File: src/design/deqs_pkg.sv
// ----------------------------------------------------------------------------
// deqs_pkg
// Shared types and codes for the double-ended queue with search: operation
// and status codes, default sizes, and the request and result records.
// ----------------------------------------------------------------------------
package deqs_pkg;

	// Default sizes handed to the top level.
	localparam int DEPTH_DEF      = 16;
	localparam int DATA_WIDTH_DEF = 32;

	// Field widths of the stream items.
	localparam int MODE_W   = 3;
	localparam int VALUE_W  = 32;
	localparam int STATUS_W = 2;
	localparam int POS_W    = 4;
	localparam int COUNT_W  = 5;
	localparam int OUT_BITS = STATUS_W + VALUE_W + POS_W + COUNT_W + 1 + VALUE_W + VALUE_W;
	localparam int OUT_W    = ((OUT_BITS + 7) / 8) * 8;

	// Operation codes carried in the mode field.
	localparam logic [MODE_W-1:0] MODE_ADD_FRONT  = 3'd0;
	localparam logic [MODE_W-1:0] MODE_ADD_BACK   = 3'd1;
	localparam logic [MODE_W-1:0] MODE_TAKE_FRONT = 3'd2;
	localparam logic [MODE_W-1:0] MODE_TAKE_BACK  = 3'd3;
	localparam logic [MODE_W-1:0] MODE_SEARCH     = 3'd4;

	// Status codes reported with every result.
	localparam logic [STATUS_W-1:0] STAT_OK        = 2'd0;
	localparam logic [STATUS_W-1:0] STAT_EMPTY     = 2'd1;
	localparam logic [STATUS_W-1:0] STAT_FULL      = 2'd2;
	localparam logic [STATUS_W-1:0] STAT_NOT_FOUND = 2'd3;

	// One operation request.
	typedef struct packed {
		logic [MODE_W-1:0]  mode;
		logic [VALUE_W-1:0] value;
	} req_t;

	// One result, laid out so that status sits in the lowest bits.
	typedef struct packed {
		logic [VALUE_W-1:0]  back_value;
		logic [VALUE_W-1:0]  front_value;
		logic                is_empty;
		logic [COUNT_W-1:0]  count;
		logic [POS_W-1:0]    position;
		logic [VALUE_W-1:0]  popped_value;
		logic [STATUS_W-1:0] status;
	} res_t;

endpackage

File: src/design/double_ended_queue_with_search.sv
// ----------------------------------------------------------------------------
// double_ended_queue_with_search
// Push and unused-mode items go from idle straight to done; pops pass through
// a fetch state, since the new end word is read back from the word memory.
// A search compares one held word per cycle, front first, and stops at the
// first hit or after the last held word; a search of an empty queue goes straight to done.
// The output register lets the next item be taken while a result waits.
// Reset clears the pointers, count and handshakes; the memory is not cleared.
// ----------------------------------------------------------------------------
module double_ended_queue_with_search #(
	parameter int DEPTH      = deqs_pkg::DEPTH_DEF,
	parameter int DATA_WIDTH = deqs_pkg::DATA_WIDTH_DEF
) (
	input  logic                        clk,
	input  logic                        arst_n,
	input  logic                        s_tvalid,
	output logic                        s_tready,
	input  logic [deqs_pkg::VALUE_W-1:0] s_tdata,  // value
	input  logic [deqs_pkg::MODE_W-1:0]  s_tuser,  // mode
	output logic                        m_tvalid,
	input  logic                        m_tready,
	// status, popped_value, position, count, is_empty, front_value, back_value
	output logic [deqs_pkg::OUT_W-1:0]   m_tdata
);
	import deqs_pkg::*;

	req_t             req;
	res_t             res;
	logic             res_valid;
	logic             res_ready;
	logic             m_tvalid_q;
	logic [OUT_W-1:0] m_tdata_q;

	// Input item unpacking.
	assign req.mode  = s_tuser;
	assign req.value = s_tdata;

	deqs_core #(
		.DEPTH      (DEPTH),
		.DATA_WIDTH (DATA_WIDTH)
	) u_core (
		.clk       (clk),
		.arst_n    (arst_n),
		.req_valid (s_tvalid),
		.req_ready (s_tready),
		.req       (req),
		.res_valid (res_valid),
		.res_ready (res_ready),
		.res       (res)
	);

	// Output register between the engine and the result stream.
	assign res_ready = !m_tvalid_q || m_tready;

	always_ff @(posedge clk or negedge arst_n) begin
		if (!arst_n) begin
			m_tvalid_q <= 1'b0;
			m_tdata_q  <= '0;
		end else if (res_ready) begin
			m_tvalid_q <= res_valid;
			if (res_valid) begin
				m_tdata_q <= OUT_W'(res);
			end
		end
	end

	assign m_tvalid = m_tvalid_q;
	assign m_tdata  = m_tdata_q;

	// A finished result waits in the engine until the output register frees.
	a_res_held: assert property (@(posedge clk) disable iff (!arst_n)
		res_valid && !res_ready |=> res_valid && $stable(res))
		else $error("result left the engine while the output register was full");

	// A result handed over always shows up on the stream in the next cycle.
	a_res_loaded: assert property (@(posedge clk) disable iff (!arst_n)
		res_valid && res_ready |=> m_tvalid_q)
		else $error("handed-over result missing from the output register");

	// An empty queue reports zero end words.
	a_empty_ends: assert property (@(posedge clk) disable iff (!arst_n)
		res_valid && res.is_empty |-> res.front_value == '0 && res.back_value == '0)
		else $error("empty queue reported nonzero end words");

	// A pop from an empty queue removes nothing.
	a_empty_pop: assert property (@(posedge clk) disable iff (!arst_n)
		res_valid && res.status == STAT_EMPTY |-> res.popped_value == '0 && res.is_empty)
		else $error("pop from empty queue reported a word");

endmodule

File: src/design/deqs_core.sv
// ----------------------------------------------------------------------------
// deqs_core
// Ring-buffer engine: a single synchronous word memory with front and back
// pointers, cached front and back words, and a one-entry-per-cycle search scan.
// ----------------------------------------------------------------------------
module deqs_core #(
	parameter int DEPTH      = deqs_pkg::DEPTH_DEF,
	parameter int DATA_WIDTH = deqs_pkg::DATA_WIDTH_DEF
) (
	input  logic           clk,
	input  logic           arst_n,
	input  logic           req_valid,
	output logic           req_ready,
	input  deqs_pkg::req_t req,
	output logic           res_valid,
	input  logic           res_ready,
	output deqs_pkg::res_t res
);
	import deqs_pkg::*;

	localparam int IW = $clog2(DEPTH);
	localparam int CW = $clog2(DEPTH + 1);
	localparam logic [IW-1:0] LAST_IDX = IW'(DEPTH - 1);
	localparam logic [CW-1:0] FULL_CNT = CW'(DEPTH);

	typedef enum logic [1:0] {
		S_IDLE,
		S_FETCH,
		S_SCAN,
		S_DONE
	} state_t;

	// Word memory with one write and one registered read port.
	logic [DATA_WIDTH-1:0] mem [DEPTH];
	logic [DATA_WIDTH-1:0] rd_data_q;
	logic                  we;
	logic [IW-1:0]         wr_addr;
	logic [IW-1:0]         rd_addr;

	state_t                state_q;
	logic [IW-1:0]         front_idx_q;
	logic [IW-1:0]         back_idx_q;
	logic [CW-1:0]         count_q;
	logic [DATA_WIDTH-1:0] front_word_q;
	logic [DATA_WIDTH-1:0] back_word_q;
	logic [DATA_WIDTH-1:0] key_q;
	logic [IW-1:0]         scan_ptr_q;
	logic [CW-1:0]         scan_k_q;
	logic                  fetch_back_q;
	logic [STATUS_W-1:0]   status_q;
	logic [DATA_WIDTH-1:0] popped_q;
	logic [CW-1:0]         pos_q;

	logic [DATA_WIDTH-1:0] in_word;
	logic [IW-1:0]         front_up;
	logic [IW-1:0]         front_dn;
	logic [IW-1:0]         back_up;
	logic [IW-1:0]         back_dn;
	logic [IW-1:0]         back_dn2;
	logic                  accept;
	logic                  q_full;
	logic                  q_empty;
	logic                  scan_hit;
	logic                  scan_last;

	function automatic logic [IW-1:0] idx_up(input logic [IW-1:0] i);
		return (i == LAST_IDX) ? '0 : i + 1'b1;
	endfunction

	function automatic logic [IW-1:0] idx_dn(input logic [IW-1:0] i);
		return (i == '0) ? LAST_IDX : i - 1'b1;
	endfunction

	function automatic logic [VALUE_W-1:0] to_out(input logic [DATA_WIDTH-1:0] w);
		return VALUE_W'({{VALUE_W{w[DATA_WIDTH-1]}}, w});
	endfunction

	// Pointer neighbors and queue status.
	assign in_word   = DATA_WIDTH'({{DATA_WIDTH{req.value[VALUE_W-1]}}, req.value});
	assign front_up  = idx_up(front_idx_q);
	assign front_dn  = idx_dn(front_idx_q);
	assign back_up   = idx_up(back_idx_q);
	assign back_dn   = idx_dn(back_idx_q);
	assign back_dn2  = idx_dn(back_dn);
	assign req_ready = (state_q == S_IDLE);
	assign accept    = req_valid && req_ready;
	assign q_full    = (count_q == FULL_CNT);
	assign q_empty   = (count_q == '0);
	assign scan_hit  = (rd_data_q == key_q);
	assign scan_last = ((CW + 1)'(scan_k_q) + 1'b1) == (CW + 1)'(count_q);

	// Memory address and write enable selection.
	always_comb begin
		we      = 1'b0;
		wr_addr = back_idx_q;
		rd_addr = scan_ptr_q;
		if (state_q == S_IDLE) begin
			case (req.mode)
				MODE_ADD_FRONT: begin
					we      = accept && !q_full;
					wr_addr = front_dn;
				end
				MODE_ADD_BACK: begin
					we      = accept && !q_full;
					wr_addr = back_idx_q;
				end
				MODE_TAKE_FRONT: rd_addr = front_up;
				MODE_TAKE_BACK:  rd_addr = back_dn2;
				MODE_SEARCH:     rd_addr = front_idx_q;
				default:         rd_addr = scan_ptr_q;
			endcase
		end
	end

	// Word memory.
	always_ff @(posedge clk) begin
		if (we) begin
			mem[wr_addr] <= in_word;
		end
		rd_data_q <= mem[rd_addr];
	end

	// Operation sequencer with pointers, cached ends and result registers.
	always_ff @(posedge clk or negedge arst_n) begin
		if (!arst_n) begin
			state_q      <= S_IDLE;
			front_idx_q  <= '0;
			back_idx_q   <= '0;
			count_q      <= '0;
			front_word_q <= '0;
			back_word_q  <= '0;
			key_q        <= '0;
			scan_ptr_q   <= '0;
			scan_k_q     <= '0;
			fetch_back_q <= 1'b0;
			status_q     <= STAT_OK;
			popped_q     <= '0;
			pos_q        <= '0;
		end else begin
			case (state_q)
				S_IDLE: begin
					if (accept) begin
						status_q <= STAT_OK;
						popped_q <= '0;
						pos_q    <= '0;
						state_q  <= S_DONE;
						case (req.mode)
							MODE_ADD_FRONT: begin
								if (q_full) begin
									status_q <= STAT_FULL;
								end else begin
									front_idx_q  <= front_dn;
									count_q      <= count_q + 1'b1;
									front_word_q <= in_word;
									if (q_empty) begin
										back_word_q <= in_word;
									end
								end
							end
							MODE_ADD_BACK: begin
								if (q_full) begin
									status_q <= STAT_FULL;
								end else begin
									back_idx_q  <= back_up;
									count_q     <= count_q + 1'b1;
									back_word_q <= in_word;
									if (q_empty) begin
										front_word_q <= in_word;
									end
								end
							end
							MODE_TAKE_FRONT: begin
								if (q_empty) begin
									status_q <= STAT_EMPTY;
								end else begin
									popped_q     <= front_word_q;
									front_idx_q  <= front_up;
									count_q      <= count_q - 1'b1;
									fetch_back_q <= 1'b0;
									state_q      <= S_FETCH;
								end
							end
							MODE_TAKE_BACK: begin
								if (q_empty) begin
									status_q <= STAT_EMPTY;
								end else begin
									popped_q     <= back_word_q;
									back_idx_q   <= back_dn;
									count_q      <= count_q - 1'b1;
									fetch_back_q <= 1'b1;
									state_q      <= S_FETCH;
								end
							end
							MODE_SEARCH: begin
								key_q    <= in_word;
								status_q <= STAT_NOT_FOUND;
								if (!q_empty) begin
									scan_ptr_q <= front_up;
									scan_k_q   <= '0;
									state_q    <= S_SCAN;
								end
							end
							default: begin
								status_q <= STAT_OK;
							end
						endcase
					end
				end
				S_FETCH: begin
					// The new end word arrives from memory after a pop.
					if (fetch_back_q) begin
						back_word_q <= rd_data_q;
					end else begin
						front_word_q <= rd_data_q;
					end
					state_q <= S_DONE;
				end
				S_SCAN: begin
					// One held word is compared per cycle, front first.
					if (scan_hit) begin
						status_q <= STAT_OK;
						pos_q    <= scan_k_q;
						state_q  <= S_DONE;
					end else if (scan_last) begin
						state_q <= S_DONE;
					end else begin
						scan_k_q   <= scan_k_q + 1'b1;
						scan_ptr_q <= idx_up(scan_ptr_q);
					end
				end
				S_DONE: begin
					if (res_ready) begin
						state_q <= S_IDLE;
					end
				end
				default: begin
					state_q <= S_IDLE;
				end
			endcase
		end
	end

	// Result record, built from the registers once the operation is done.
	always_comb begin
		res_valid        = (state_q == S_DONE);
		res.status       = status_q;
		res.popped_value = to_out(popped_q);
		res.position     = POS_W'({{POS_W{1'b0}}, pos_q});
		res.count        = COUNT_W'({{COUNT_W{1'b0}}, count_q});
		res.is_empty     = q_empty;
		res.front_value  = q_empty ? '0 : to_out(front_word_q);
		res.back_value   = q_empty ? '0 : to_out(back_word_q);
	end

endmodule
File: config.mk
export PLATFORM = sky130hd
export DESIGN_NAME = double_ended_queue_with_search
export DESIGN_NICKNAME = d
export VERILOG_FILES = /design/src/design/deqs_pkg.sv /design/src/design/double_ended_queue_with_search.sv /design/src/design/deqs_core.sv
export SDC_FILE = /design/constraint.sdc
export NUM_CORES = 1
export LEC_CHECK = 0
export ABC_AREA = 0
export BUFFER_PORTS_ARGS = -buffer_cell sky130_fd_sc_hd__buf_2
export CAP_MARGIN = 10
export CORE_UTILIZATION = 45
export DETAILED_ROUTE_END_ITERATION = 7
export SLEW_MARGIN = 10
export SYNTH_ARGS = -nofsm -noshare
export SYNTH_HDL_FRONTEND = slang
export SYNTH_SLANG_ARGS = --single-unit
File: constraint.sdc
create_clock -name clk -period 5.3 [get_ports clk]
set_input_delay 0.265 -clock clk [delete_from_list [all_inputs] [get_ports clk]]
set_output_delay 0.265 -clock clk [all_outputs]
set_load 0.02 [all_outputs]
# ---- Word level (Yosys, flattened, before mapping)
# Memory sizes are Yosys's and may differ from the RTL's. A register that Yosys moved wholly into a read port is not among the register bits.
# Cells that the tools add are included.
dict set report classes {
  eq_ne 34
  muxes 68
  reduce_logical 31
  n_addsub 10
}
# operator n
set op_table {}
lappend op_table {{$pmux W32 S2} 5}
lappend op_table {{$mux W32} 9}
lappend op_table {{$mux W4} 19}
lappend op_table {{$mux W5} 7}
lappend op_table {{$eq A32 B32 Y1} 1}
lappend op_table {{$pmux W4 S2} 4}
lappend op_table {{$ne A2 B2 Y1 const B} 12}
lappend op_table {{$pmux W5 S2} 2}
lappend op_table {{$reduce_and A5 Y1} 4}
lappend op_table {{$mux W2} 8}
lappend op_table {{$ne A3 B3 Y1 const B} 5}
lappend op_table {{$reduce_and A7 Y1} 2}
lappend op_table {{$add A4 B1 Y4 const B} 3}
lappend op_table {{$eq A4 B4 Y1 const B} 3}
lappend op_table {{$logic_not A4 Y1} 3}
lappend op_table {{$pmux W4 S3} 1}
lappend op_table {{$reduce_bool A2 Y1} 6}
lappend op_table {{$sub A4 B1 Y4 const B} 3}
lappend op_table {{$add A5 B1 Y5 const B} 2}
lappend op_table {{$reduce_and A3 Y1} 3}
lappend op_table {{$mux W1} 8}
lappend op_table {{$pmux W2 S2} 2}
lappend op_table {{$pmux W2 S4} 1}
lappend op_table {{$add A5 B1 Y6 const B} 1}
lappend op_table {{other kinds (21)} 29}
dict set report totals {
  ram_bits 512
  input_bits 39
  word_cells 159
  ff_bits 268
  memories 1
}
# name depth word_bits read_ports rd_clocked_by_memory_dff write_ports line
set mem_list {}
lappend mem_list {u_core.mem 16 32 1 1 1 deqs_core.sv:34} ;# logic [DATA_WIDTH-1:0] mem [DEPTH];

# ---- Longest topological paths before layout
# Gate-level depths: netlist of the first run.
dict set report depth {
  word_depth 7
  mapped_depth 13
  depth_no_buf 9
}

# ---- Cells and area by module
# A second synthesis of the first run with hierarchy kept.
dict set report unflattened {
  hier_cells 2567
  hier_area_um2 33517.1
}
# module instances area_per_inst_um2 cells_per_inst seq_area_each_um2
set by_module_without_submodules {}
lappend by_module_without_submodules {deqs_core 1 29359.4 2331 19994.2}
lappend by_module_without_submodules {double_ended_queue_with_search 1 4157.7 236 2727.6}

# ---- Worst setup path after synthesis of the first run
# Ideal clock, no wire load.
dict set report synth_timing {
  kind {flip-flop to flip-flop}
  startpoint {register u_core.state_q[0]}
  endpoint {memory u_core.mem[7][0] (netlist bit) (enable)}
  n_path_buf 0
  setup_time_ns 0.421
  synth_period_minus_slack_ns 4.261
  arrival_time_ns 3.840
  path_stages_with_launch 8
  slack_ns 1.039
  cell_sequence {dfrtp_1 > inv_1 > ha_1 > clkinv_1 > nor4_1 > a21oi_1 > or3_1 > nor2_1}
}
dict set report synth_via {
  elab_chain_cells 7
  elab_cells_between_ends 8
  classes_between {mux: 5; reduce/logical: 3}
}
# element line
set synth_rtl {}
lappend synth_rtl {{start, declared} deqs_core.sv:40} ;# state_t state_q;
lappend synth_rtl {{start signal, assigned} deqs_core.sv:126} ;# state_q <= S_IDLE;
lappend synth_rtl {{start signal, assigned} deqs_core.sv:146} ;# state_q <= S_DONE;
lappend synth_rtl {{start signal, assigned} deqs_core.sv:180} ;# state_q <= S_FETCH;
lappend synth_rtl {{$logic_not A2 Y1 (*)} deqs_core.sv:85} ;# assign req_ready = (state_q == S_IDLE);
lappend synth_rtl {{named net s_tready} double_ended_queue_with_search.sv:17} ;# output logic s_tready,
lappend synth_rtl {{$logic_and A1 B1 Y1} deqs_core.sv:86} ;# assign accept = req_valid && req_ready;
lappend synth_rtl {{$logic_and A1 B1 Y1} {deqs_core.sv:100, deqs_core.sv:104}}
lappend synth_rtl {{$mux W1} --}
lappend synth_rtl {{$mux W1} deqs_core.sv:97} ;# if (state_q == S_IDLE) begin
lappend synth_rtl {{$mux W1} deqs_core.sv:117} ;# if (we) begin
lappend synth_rtl {{$mux W1 (implied by the code)} deqs_core.sv:118} ;# mem[wr_addr] <= in_word;
lappend synth_rtl {{end, declared} deqs_core.sv:34}
# Mark *: on every way through the listed nets, which the timed path passes. The rest lies on a longest branch.

# ---- Final worst setup path of the first run
dict set report layout_timing {
  startpoint {register u_core.state_q[0]}
  endpoint {memory u_core.mem[12][23] (netlist bit) (enable)}
}
dict set report layout_via {
  elab_chain_cells 7
  elab_cells_between_ends 8
  classes_between {mux: 5; reduce/logical: 3}
}
# element line
set layout_rtl {}
lappend layout_rtl {{$logic_not A2 Y1 (*)} {deqs_core.sv:85, deqs_core.sv:97}}
lappend layout_rtl {{$logic_and A1 B1 Y1} deqs_core.sv:86}
lappend layout_rtl {{$logic_and A1 B1 Y1} {deqs_core.sv:100, deqs_core.sv:104}}
lappend layout_rtl {{$mux W1} --}
lappend layout_rtl {{$mux W1} deqs_core.sv:97}
lappend layout_rtl {{$mux W1} deqs_core.sv:117}
lappend layout_rtl {{$mux W1 (implied by the code)} deqs_core.sv:118}
# Mark *: on every way between the ends. The rest lies on a longest branch, timed or not.

==> flow_summary.ini, run 1 <==
[worst_setup_path]
path_max_fanout = 18
endpoint_kind = flip-flop
crit_top_cell = buf_4
path_class = reg2reg
required_ns = 5.59
reg2reg_to = u_core.mem[12][23]$_DFFE_PP_
arrival_ns = 4.77
crit_slowest_cell = ha_1
crit_end = u_core.mem[12][23]$_DFFE_PP_
worstPathCellList = inv_1, ha_1, clkinv_1, nor4_1, buf_4, nor2_1, a21oi_1, nand4_1, nor2_4, buf_4
reg2reg_from = u_core.state_q[0]$_DFFE_PN0P_
r2r_cells = 10
cp-startpoint = u_core.state_q[0]$_DFFE_PN0P_
slowest_delay_ns = 0.63
crit_path_start_kind = flip-flop
r2r_slack_ns = 0.82

[drt]
routed_wl_um = 82560
drt-wirelength-per-cell_um = 22.39
initialDrtViolationCount = 2175
drc = 0
vias = 20734
drt.antenna.violating_nets = 0
viasPerCell = 5.624
dr.pass1.iters = 7

[pwr]
power.internal_uw = 14200
p_sw_uw = 8662
power_leakage_uw = 0.01461
p_per_area_mw_per_mm2 = 612.0
p_clk_frac = 0.256
comb_power_share = 0.355
sw_frac_of_total = 0.3788
ir_drop_mv = 0.4747
seq_power_share = 0.389

[layout]
syn2layout_area_growth_pct = 14.06
final_util = 0.5209
drive_gt1_frac = 0.1469
num_antenna_cells = 0
nets = 2725

[hold_path]
min_path_type = in2reg
hold_path.startpoint = s_tdata[1]

[global_route]
grt_max_degree = 131
grt_pass1_vias = 20305
grt_use_total = 0.2227
globalRoute.totalOverflow = 0
antenna_found_initial = 0
grt_pass1_wl_um = 126100

[timing]
finalCritPeriodShare = 0.8446
fmax_mhz = 223.4
max-slew-margin-rel = 0.1601
setup_tns_ns = 0
period_needed_ns = 4.477
slew_violations = 0
grt_setup_unrepaired = no
worst_pin_slew_ns = 1.248
setup_viol = 0
fin_hold_ws_ns = 0.05724
hold_viol = 0
finClkSkew_ns = 0.02291

[logic_synthesis]
ys_ff_latch = 812
seq_area_frac_synth = 0.6936
syn_avg_cell_area_um2 = 12.89
syn_inst = 2541
syn_area_mm2 = 0.03276
ys.flop_type = edfxtp_1
yosys_warnings = 0
synth.most_common_cell = edfxtp_1
ys_types = 77
yosys.area.top_type = edfxtp_1
synth_common_cells = 512 x edfxtp_1, 470 x nand2_1, 310 x nor2_1
synth_edf_count = 512
async_reset_ff_frac = 0.3300
synth_top_area_share = 0.4693
synth_area_leaders = edfxtp_1 47%, dfrtp_1 20%, nand2_1 5.4%

[outcome]
status = completed

[die]
io_pins = 153
core_mm2 = 0.07173
dieArea_mm2 = 0.07388
floorplan.initialDensity = 0.4567
chipHeight_um = 271.8
rows = 98
die_w_um = 271.8

[job]
maxCapViolCount = 0

[clocking]
cts_tree = built
cts_setup_buffers = 0
h-tree-depth = 3
clk_latency_ns = 0.63
clockBufferDepth = 3
cts_inserted_buffers = 84
clkTransAtPathRegs_ns = 0.06
cts.sinks = 812
cts.root.buffer_cell = clkbuf_16

[placement]
io_buffers = 148
routabilityCongestion = 0.8348
dpl.hpwl_um = 53250
-- power by group through the flow --
stage | logic [uW] | clock network (uW) | registers, uW
CTS | 8150 | 5950 | 8870
global placement | 7950 | 0 | 8940
finish | 8120 | 5850 | 8900
detailed placement | 8100 | 0 | 9000
floorplan | 5250 | 0 | 9090
global route | 8860 | 6200 | 9010
-- cells in the final DEF, fill, tap and decap left out, types with 6 or more instances in the layout --
cell type    n
inv_1       12
clkbuf_16   86
clkinv_2    20
xnor2_1     41
clkbuf_1    14
a32o_1      64
clkinv_1    11
buf_2      147
and2_1       7
nor2_1     293
nand2b_1     9
nand4_1     11
nand2_1    469
nor2b_1      6
a221o_1     33
a31oi_1      8
mux2_2      36
o21ai_0     16
mux2i_1    166
edfxtp_1   512
o221ai_1    18
buf_4       46
nand3_1     82
o22ai_1     35
dfxtp_1     32
dfrtp_1    268
nor2_4      16
a221oi_1    32
ha_1        18
o211ai_1    18
clkbuf_8    12
a21oi_1     86
-- flip-flops by register name (all words and copies together) (netlist names) --
name,count
u_core.rd_data_q,32
m_tvalid,1
u_core.status_q,2
u_core.front_word_q,32
u_core.state_q,2
u_core.back_word_q,32
u_core.front_idx_q,4
m_tdata,108
u_core.scan_ptr_q,4
u_core.mem,512
u_core.fetch_back_q,1
u_core.popped_q,32
u_core.back_idx_q,4
u_core.pos_q,4
u_core.count_q,5
u_core.scan_k_q,5
u_core.key_q,32
-- critical path: cells and delay by family, from the launching register on --
kind / cells / cell delay (ns)
simple gates: 4 / 1.46
buf+inv: 4 / 1.21
fa+ha+maj: 1 / 0.63
flops: 1 / 0.41
compound gates: 1 / 0.40
-- cell families after synthesis --
group / share of synthesized area
AND/OR/NAND/NOR: 0.1155
flip-flops: 0.6936
AO/OA/AOI/OAI: 0.08418
multiplexers: 0.06310
buffers and inverters: 0.02337
XOR/XNOR: 0.01230
adder cells (fa/ha/maj): 0.007868
other: 0.0001145
-- per-layer routing --
metal  wire (um)  global-route usage  share of wire  up-vias
met5           0                   0              0        -
met4        1392             0.05411          0.017        0
met3        5695             0.03050          0.069       96
met2       37000              0.3357           0.45      812
met1       38460              0.3409           0.47    10340
li1            -                   -              -     9486
-- per-stage QoR --
| step | setup WS [ns] | instance area (um^2) | total power [uW] | instances |
|---|---|---|---|---|
| 2_1_floorplan | 1.039 | 32770 | 14340 | 2544 |
| 3_3_place_gp | 0.9639 | 34590 | 16890 | 3528 |
| 3_5_place_dp | 0.8430 | 34590 | 17100 | 3528 |
| 4_1_cts | 0.8238 | 37370 | 22980 | 3687 |
| 5_1_grt | 0.5326 | 37370 | 24070 | 3687 |
| 6_report | 0.8234 | 37370 | 22870 | 3687 |
-- worst min path at each step --
stage | end | slack [ns] | cells after the start
CTS | u_core.mem[5][1]$_DFFE_PP_ | 0.03 | 1
floorplan | m_tdata[0]$_DFFE_PN0P_ | -0.03 | 0
global placement | m_tdata[36]$_DFFE_PN0P_ | 0.41 | 1
finish | u_core.mem[5][1]$_DFFE_PP_ | 0.06 | 1
detailed placement | m_tdata[35]$_DFFE_PN0P_ | 0.43 | 1
global route | u_core.mem[5][1]$_DFFE_PP_ | 0.07 | 1
-- cell type report --
class / instances / area [um^2]
Fill cell: 6057 / 34370
Sequential cell: 812 / 22720
Multi-Input combinational cell: 1556 / 9489
Clock buffer: 112 / 2370
Tap cell: 950 / 1189
Timing Repair Buffer: 198 / 1156
Clock inverter: 45 / 387.9
Inverter: 14 / 52.55
-- timing repair --
item	in CTS	in global routing
hold buffers	2	0
gates resized for setup	0	0
endpoints found under the hold margin	127	0
Power figures use the tool's default switching activity.
==> inputs of run 2 (changes only) <==
clock period = 4.7 ns   (was 5.3 ns; I/O delays follow)
==> run 2 against run 1 <==
- die area unchanged
- non-clock buffer count increased by 22
- design area increased by 0.89%
- first-iteration DRC count decreased by 3.4%
==> flow_summary.ini, run 2 (synthesis results as in run 1) <==
[outcome]
status = completed

[die]
chipHeight_um = 271.8
floorplan.initialDensity = 0.4567
die_w_um = 271.8
core_mm2 = 0.07173
io_pins = 153
dieArea_mm2 = 0.07388
rows = 98

[clocking]
clkTransAtPathRegs_ns = 0.06
cts_setup_buffers = 0
cts.root.buffer_cell = clkbuf_16
cts_tree = built
cts_resized = 0
cts.sinks = 812
cts_inserted_buffers = 85
clk_latency_ns = 0.64
h-tree-depth = 3
hold_buffers = 4
clockBufferDepth = 3

[layout]
final_common_cell = edfxtp_1
nets = 2748
drive_gt1_frac = 0.1515
largest_register = u_core.mem
final_cell_mix = 512 x edfxtp_1, 469 x nand2_1, 293 x nor2_1
syn2layout_area_growth_pct = 15.08
multi_input_area_mm2 = 0.009489
fillCellCount = 6035
seqCellArea_mm2 = 0.02272
largest_register_ffs = 512
fin_area_mm2 = 0.03770

[timing]
finClkSkew_ns = 0.02919
hold_viol = 0
max-slew-margin-rel = 0.3039
slew_violations = 0
fmax_mhz = 268.3
setup_tns_ns = 0
period_needed_ns = 3.727
finalCritPeriodShare = 0.7930
grt_setup_unrepaired = no
worst_pin_slew_ns = 1.044
setup_viol = 0

[drt]
initialDrtViolationCount = 2102
viasPerCell = 5.658
wl_met1_um = 38640
highest_layer = met5
vias = 20991
drt.antenna.violating_nets = 0
routed_wl_um = 83640
drt-wirelength-per-cell_um = 22.54
drc = 0
wl_met3_um = 5803
dr.pass1.iters = 6
route.met2.wl_um = 37300

[placement]
io_buffers = 148
routabilityCongestion = 0.8547
postPlaceCellArea_mm2 = 0.03479
dpl.hpwl_um = 53170

[global_route]
globalRoute.totalOverflow = 0
grt_max_degree = 133
grt_pass1_wl_um = 126100
grt_pass1_vias = 20021
antenna_found_initial = 3
grt_use_total = 0.2244

[hold_path]
min_path_type = in2reg

[worst_setup_path]
slowest_delay_ns = 0.70
required_ns = 5.20
endpoint_kind = flip-flop
worstPathCellList = inv_1, ha_1, or3b_4, a21bo_1, a311oi_4, nor2_2, nor3_4, buf_12, buf_4, a221o_1, o22ai_1
crit_path_start_kind = flip-flop
arrival_ns = 4.22
path_class = reg2reg
crit_slowest_cell = nor3_4
path_max_fanout = 17

[pwr]
p_per_area_mw_per_mm2 = 693.6
power_leakage_uw = 0.01479
ir_drop_mv = 0.5045

[job]
maxCapViolCount = 0
## run 2: cell type report
type | count | share of cell area
sequential | 812 | 0.6027
multi-input combinational | 1556 | 0.2517
clock buffer | 117 | 0.06396
timing repair buffer | 220 | 0.03651
tap | 950 | 0.03153
clock inverter | 40 | 0.01211
inverter | 14 | 0.001394
antenna | 1 | 0.00006638
## run 2: through the flow
stage | hold WS [ns] | total power (uW) | cells | util | worst slack [ns]
after floorplan | -0.06059 | 16170 | 2544 | - | 0.4395
after global placement | 0.4355 | 19190 | 3548 | 0.4850 | 1.128
after detailed placement | 0.4493 | 19400 | 3548 | 0.4850 | 0.9894
after CTS | 0.0003308 | 26270 | 3709 | 0.5255 | 0.9960
after global routing | 0.02817 | 27510 | 3710 | 0.5256 | 0.7655
final | 0.02656 | 26150 | 3710 | 0.5256 | 0.9727
## run 2: routing by layer
layer / GRT usage / vias to the layer above
met2: 0.3355 / 747
li1: - / 9526
met3: 0.04179 / 109
met1: 0.3334 / 10605
met5: 0 / -
met4: 0.06742 / 4
## run 2: power breakdown
group | switching, uW | leakage [uW] | internal [uW] | total, uW
combinational | 5850 | 0.00526 | 3380 | 9220
clock | 2760 | 0.00141 | 4090 | 6860
sequential | 1130 | 0.00812 | 8930 | 10100
## run 2: path summary, 6_finish.rpt
check	end	startpoint	slack (ns)	cells past startpoint
max	u_core.rd_data_q[27]$_DFF_P_	u_core.back_idx_q[0]$_DFFE_PN0P_	0.97	11
min	u_core.mem[14][27]$_DFFE_PP_	s_tdata[27]	0.03	1
max reg2reg	u_core.rd_data_q[27]$_DFF_P_	u_core.back_idx_q[0]$_DFFE_PN0P_	0.97	11
min reg2reg	m_tdata[100]$_DFFE_PN0P_	m_tdata[100]$_DFFE_PN0P_	0.46	2
max in group asynchronous	m_tdata[63]$_DFFE_PN0P_	arst_n	3.02	3
min in group asynchronous	m_tdata[37]$_DFFE_PN0P_	arst_n	0.34	2
## run 2: critical path, delay by kind of cell, from the launching register on
kind            cells  cell delay [ns]
compound gates      4             0.97
buf+inv             3             0.65
fa+ha+maj           1             0.22
simple gates        3             1.26
flops               1             0.49
==> inputs of run 3 (changes only) <==
ABC_AREA = 1   (was 0)
clock period = 3.5 ns   (was 4.7 ns; I/O delays follow)
==> run 3 against run 2 <==
- sequential power rose by 30%
- first-iteration DRC count grew 14%
- register-to-register slack got worse by 0.56 ns
- combinational power grew 40%
- sequential share of layout area down 4.5 points
- final cell count rose by 31%
- setup slack got worse by 0.56 ns
- via count increased by 21%
- sequential cell count unchanged
- routed wire length grew 12%
- total power up 35%
- non-clock buffer count grew 37
- largest cell class unchanged
==> flow_summary.ini, run 3 <==
[layout]
syn2layout_area_growth_pct = 15.50
final_cell_mix = 1046 x nand2_1, 714 x nand3_1, 512 x edfxtp_1
final_common_cell = nand2_1
largest_register_ffs = 512
fillCellCount = 7086
nets = 3794
drive_gt1_frac = 0.1081
largest_register = u_core.mem

[logic_synthesis]
yosys_warnings = 0
synthMuxAreaShare = 0
ys_ff_latch = 812
ys.flop_type = edfxtp_1
synth_area_leaders = edfxtp_1 44%, dfrtp_1 19%, nand2_1 11%
synth_edf_count = 512
synth_compound_area_frac = 0.04108
yosys.area.top_type = edfxtp_1
synth_common_cells = 1050 x nand2_1, 714 x nand3_1, 512 x edfxtp_1
synth_top_area_share = 0.4355
syn_area_mm2 = 0.03530
synth_top_family_by_area = simple AND/OR/NAND/NOR gates
synth.most_common_cell = nand2_1
async_reset_ff_frac = 0.3300
synthAdderAreaFrac = 0.007301
seq_area_frac_synth = 0.6437
ys_types = 40
syn_inst = 3606
synth_xor_area_frac = 0.01116
synth_simple_gate_area_frac = 0.2280
syn_avg_cell_area_um2 = 9.790

[global_route]
grt_util_met1 = 0.3461
grt_use_met2 = 0.3689
grt_use_total = 0.2388
grt_pass1_wl_um = 145400
use_met3 = 0.03940
top_usage_layer = met2
grt_pass1_vias = 24391
antenna_found_initial = 0
grt_max_degree = 144
globalRoute.totalOverflow = 0

[pwr]
p_clk_frac = 0.264
comb_power_share = 0.365
p_sw_uw = 13910
power_leakage_uw = 0.01791
power.internal_uw = 21490
p_per_area_mw_per_mm2 = 868.3
seq_power_share = 0.370
ir_drop_mv = 0.7590
sw_frac_of_total = 0.3930

[placement]
routabilityCongestion = 0.8412
io_buffers = 148
pre_cts_slack_ns = 0.4402
dpl.hpwl_um = 55110

[worst_setup_path]
path_class = reg2reg
crit_path_start_kind = flip-flop
path_max_fanout = 9
required_ns = 3.83
arrival_ns = 3.42
endpoint_kind = flip-flop

[die]
chipHeight_um = 282.1
core_mm2 = 0.07759
io_pins = 153
floorplan.initialDensity = 0.4549
die_w_um = 282.1
rows = 102
dieArea_mm2 = 0.07957

[timing]
grt_setup_unrepaired = no
fmax_mhz = 324.3
finalCritPeriodShare = 0.8810
max-slew-margin-rel = 0.3159
setup_tns_ns = 0
period_needed_ns = 3.083
hold_viol = 0
finClkSkew_ns = 0.01987
worst_pin_slew_ns = 1.026
setup_viol = 0
slew_violations = 0
fin_ws_ns = 0.4166

[clocking]
clockBufferDepth = 3
cts_inserted_buffers = 87
cts.root.buffer_cell = clkbuf_16
cts.sinks = 812
h-tree-depth = 3
clk_latency_ns = 0.64
clkTransAtPathRegs_ns = 0.06
cts_tree = built

[drt]
initialDrtViolationCount = 2404
drt.antenna.violating_nets = 0
drc = 0
routed_wl_um = 93310
viasPerCell = 5.241
vias = 25427
drt-wirelength-per-cell_um = 19.23
dr.pass1.iters = 5

[hold_path]
min_path_type = in2reg

[outcome]
status = completed

[job]
maxCapViolCount = 0
==> run 3: cell count changes after synthesis, sizes merged, moves of 34 or more <==
cell and delta:
nand3 +634, mux2 -36, nand2 +585, inv +358, buf +84, nor2 -224
a21oi -75, mux2i -166, a32o -64, o21ai +156, a221o -34
==> run 3: kinds of logic (layout without fill, tap and decap cells) <==
logic type | count (synthesis) | count (layout)
other cells | 1 | 6
compound gates | 257 | 257
xor+xnor | 45 | 45
simple gates | 1879 | 1879
flops | 812 | 812
buf+inv | 592 | 793
fa+ha+maj | 20 | 20
==> run 3: power groups by stage <==
stage	sequential (uW)	combinational, uW	clock (uW)
after floorplan	13500	8300	0
after global placement	13200	12800	0
after detailed placement	13300	12900	0
after CTS	13100	13000	9540
after global routing	13300	14500	9900
final	13100	12900	9360
==> run 3: worst paths after layout <==
path | from | end | slack, ns | depth (start not counted)
worst max-delay path | u_core.state_q[0]$_DFFE_PN0P_ | u_core.mem[12][0]$_DFFE_PP_ | 0.42 | 9
worst min-delay path | s_tuser[2] | u_core.front_idx_q[1]$_DFFE_PN0P_ | 0.05 | 4
worst max register to register | u_core.state_q[0]$_DFFE_PN0P_ | u_core.mem[12][0]$_DFFE_PP_ | 0.42 | 9
worst min register to register | u_core.popped_q[18]$_DFFE_PN0P_ | m_tdata[20]$_DFFE_PN0P_ | 0.47 | 2
max in group asynchronous | arst_n | u_core.key_q[23]$_DFFE_PN0P_ | 2.45 | 3
min in group asynchronous | arst_n | m_tdata[40]$_DFFE_PN0P_ | 0.08 | 2
==> run 3: worst max-delay path, stage by stage, from the launching register on <==
cell,delay (ns)
dfrtp_1,0.41
inv_1,0.10
ha_1,0.18
inv_1,0.09
nor2_1,0.30
inv_1,0.16
o21ai_0,0.32
nand3_1,0.40
nor2_4,0.51
buf_4,0.30
==> run 3: metal layers <==
metal / part of all wire / vias to the layer above
met5: 0 / -
met4: 0.024 / 0
met3: 0.063 / 134
met2: 0.45 / 787
met1: 0.46 / 12264
li1: - / 12242
==> run 3: area by class of cell <==
class / count / area (um^2) / area share
Inverter: 372 / 1396 / 0.03425
Tap cell: 1040 / 1301 / 0.03191
Sequential cell: 812 / 22720 / 0.5573
Multi-Input combinational cell: 2205 / 10380 / 0.2546
Clock inverter: 42 / 429.2 / 0.01053
Timing Repair Buffer: 257 / 2017 / 0.04947
Clock buffer: 122 / 2521 / 0.06183
Antenna cell: 2 / 5.005 / 0.0001227
==> run 3: timing repair <==
action                                  in CTS  in global routing
buffers inserted                             0                  0
endpoints found under the hold margin      627                  0
hold buffers                                34                  0
gates resized for setup                      0                  0
endpoints found under the setup margin       0                  0
==> run 3: per-stage QoR <==
step                area [um^2]  total power (uW)  std cells  hold WS (ns)    util
floorplan                 35320             21770       3609       -0.1206       -
global placement          37480             25990       4652        0.1600  0.4830
finish                    40770             35400       4852       0.04770  0.5255
CTS                       40770             35590       4850      0.002508  0.5254
detailed placement        37480             26140       4652        0.1639  0.4830
global route              40770             37680       4850       0.08325  0.5254
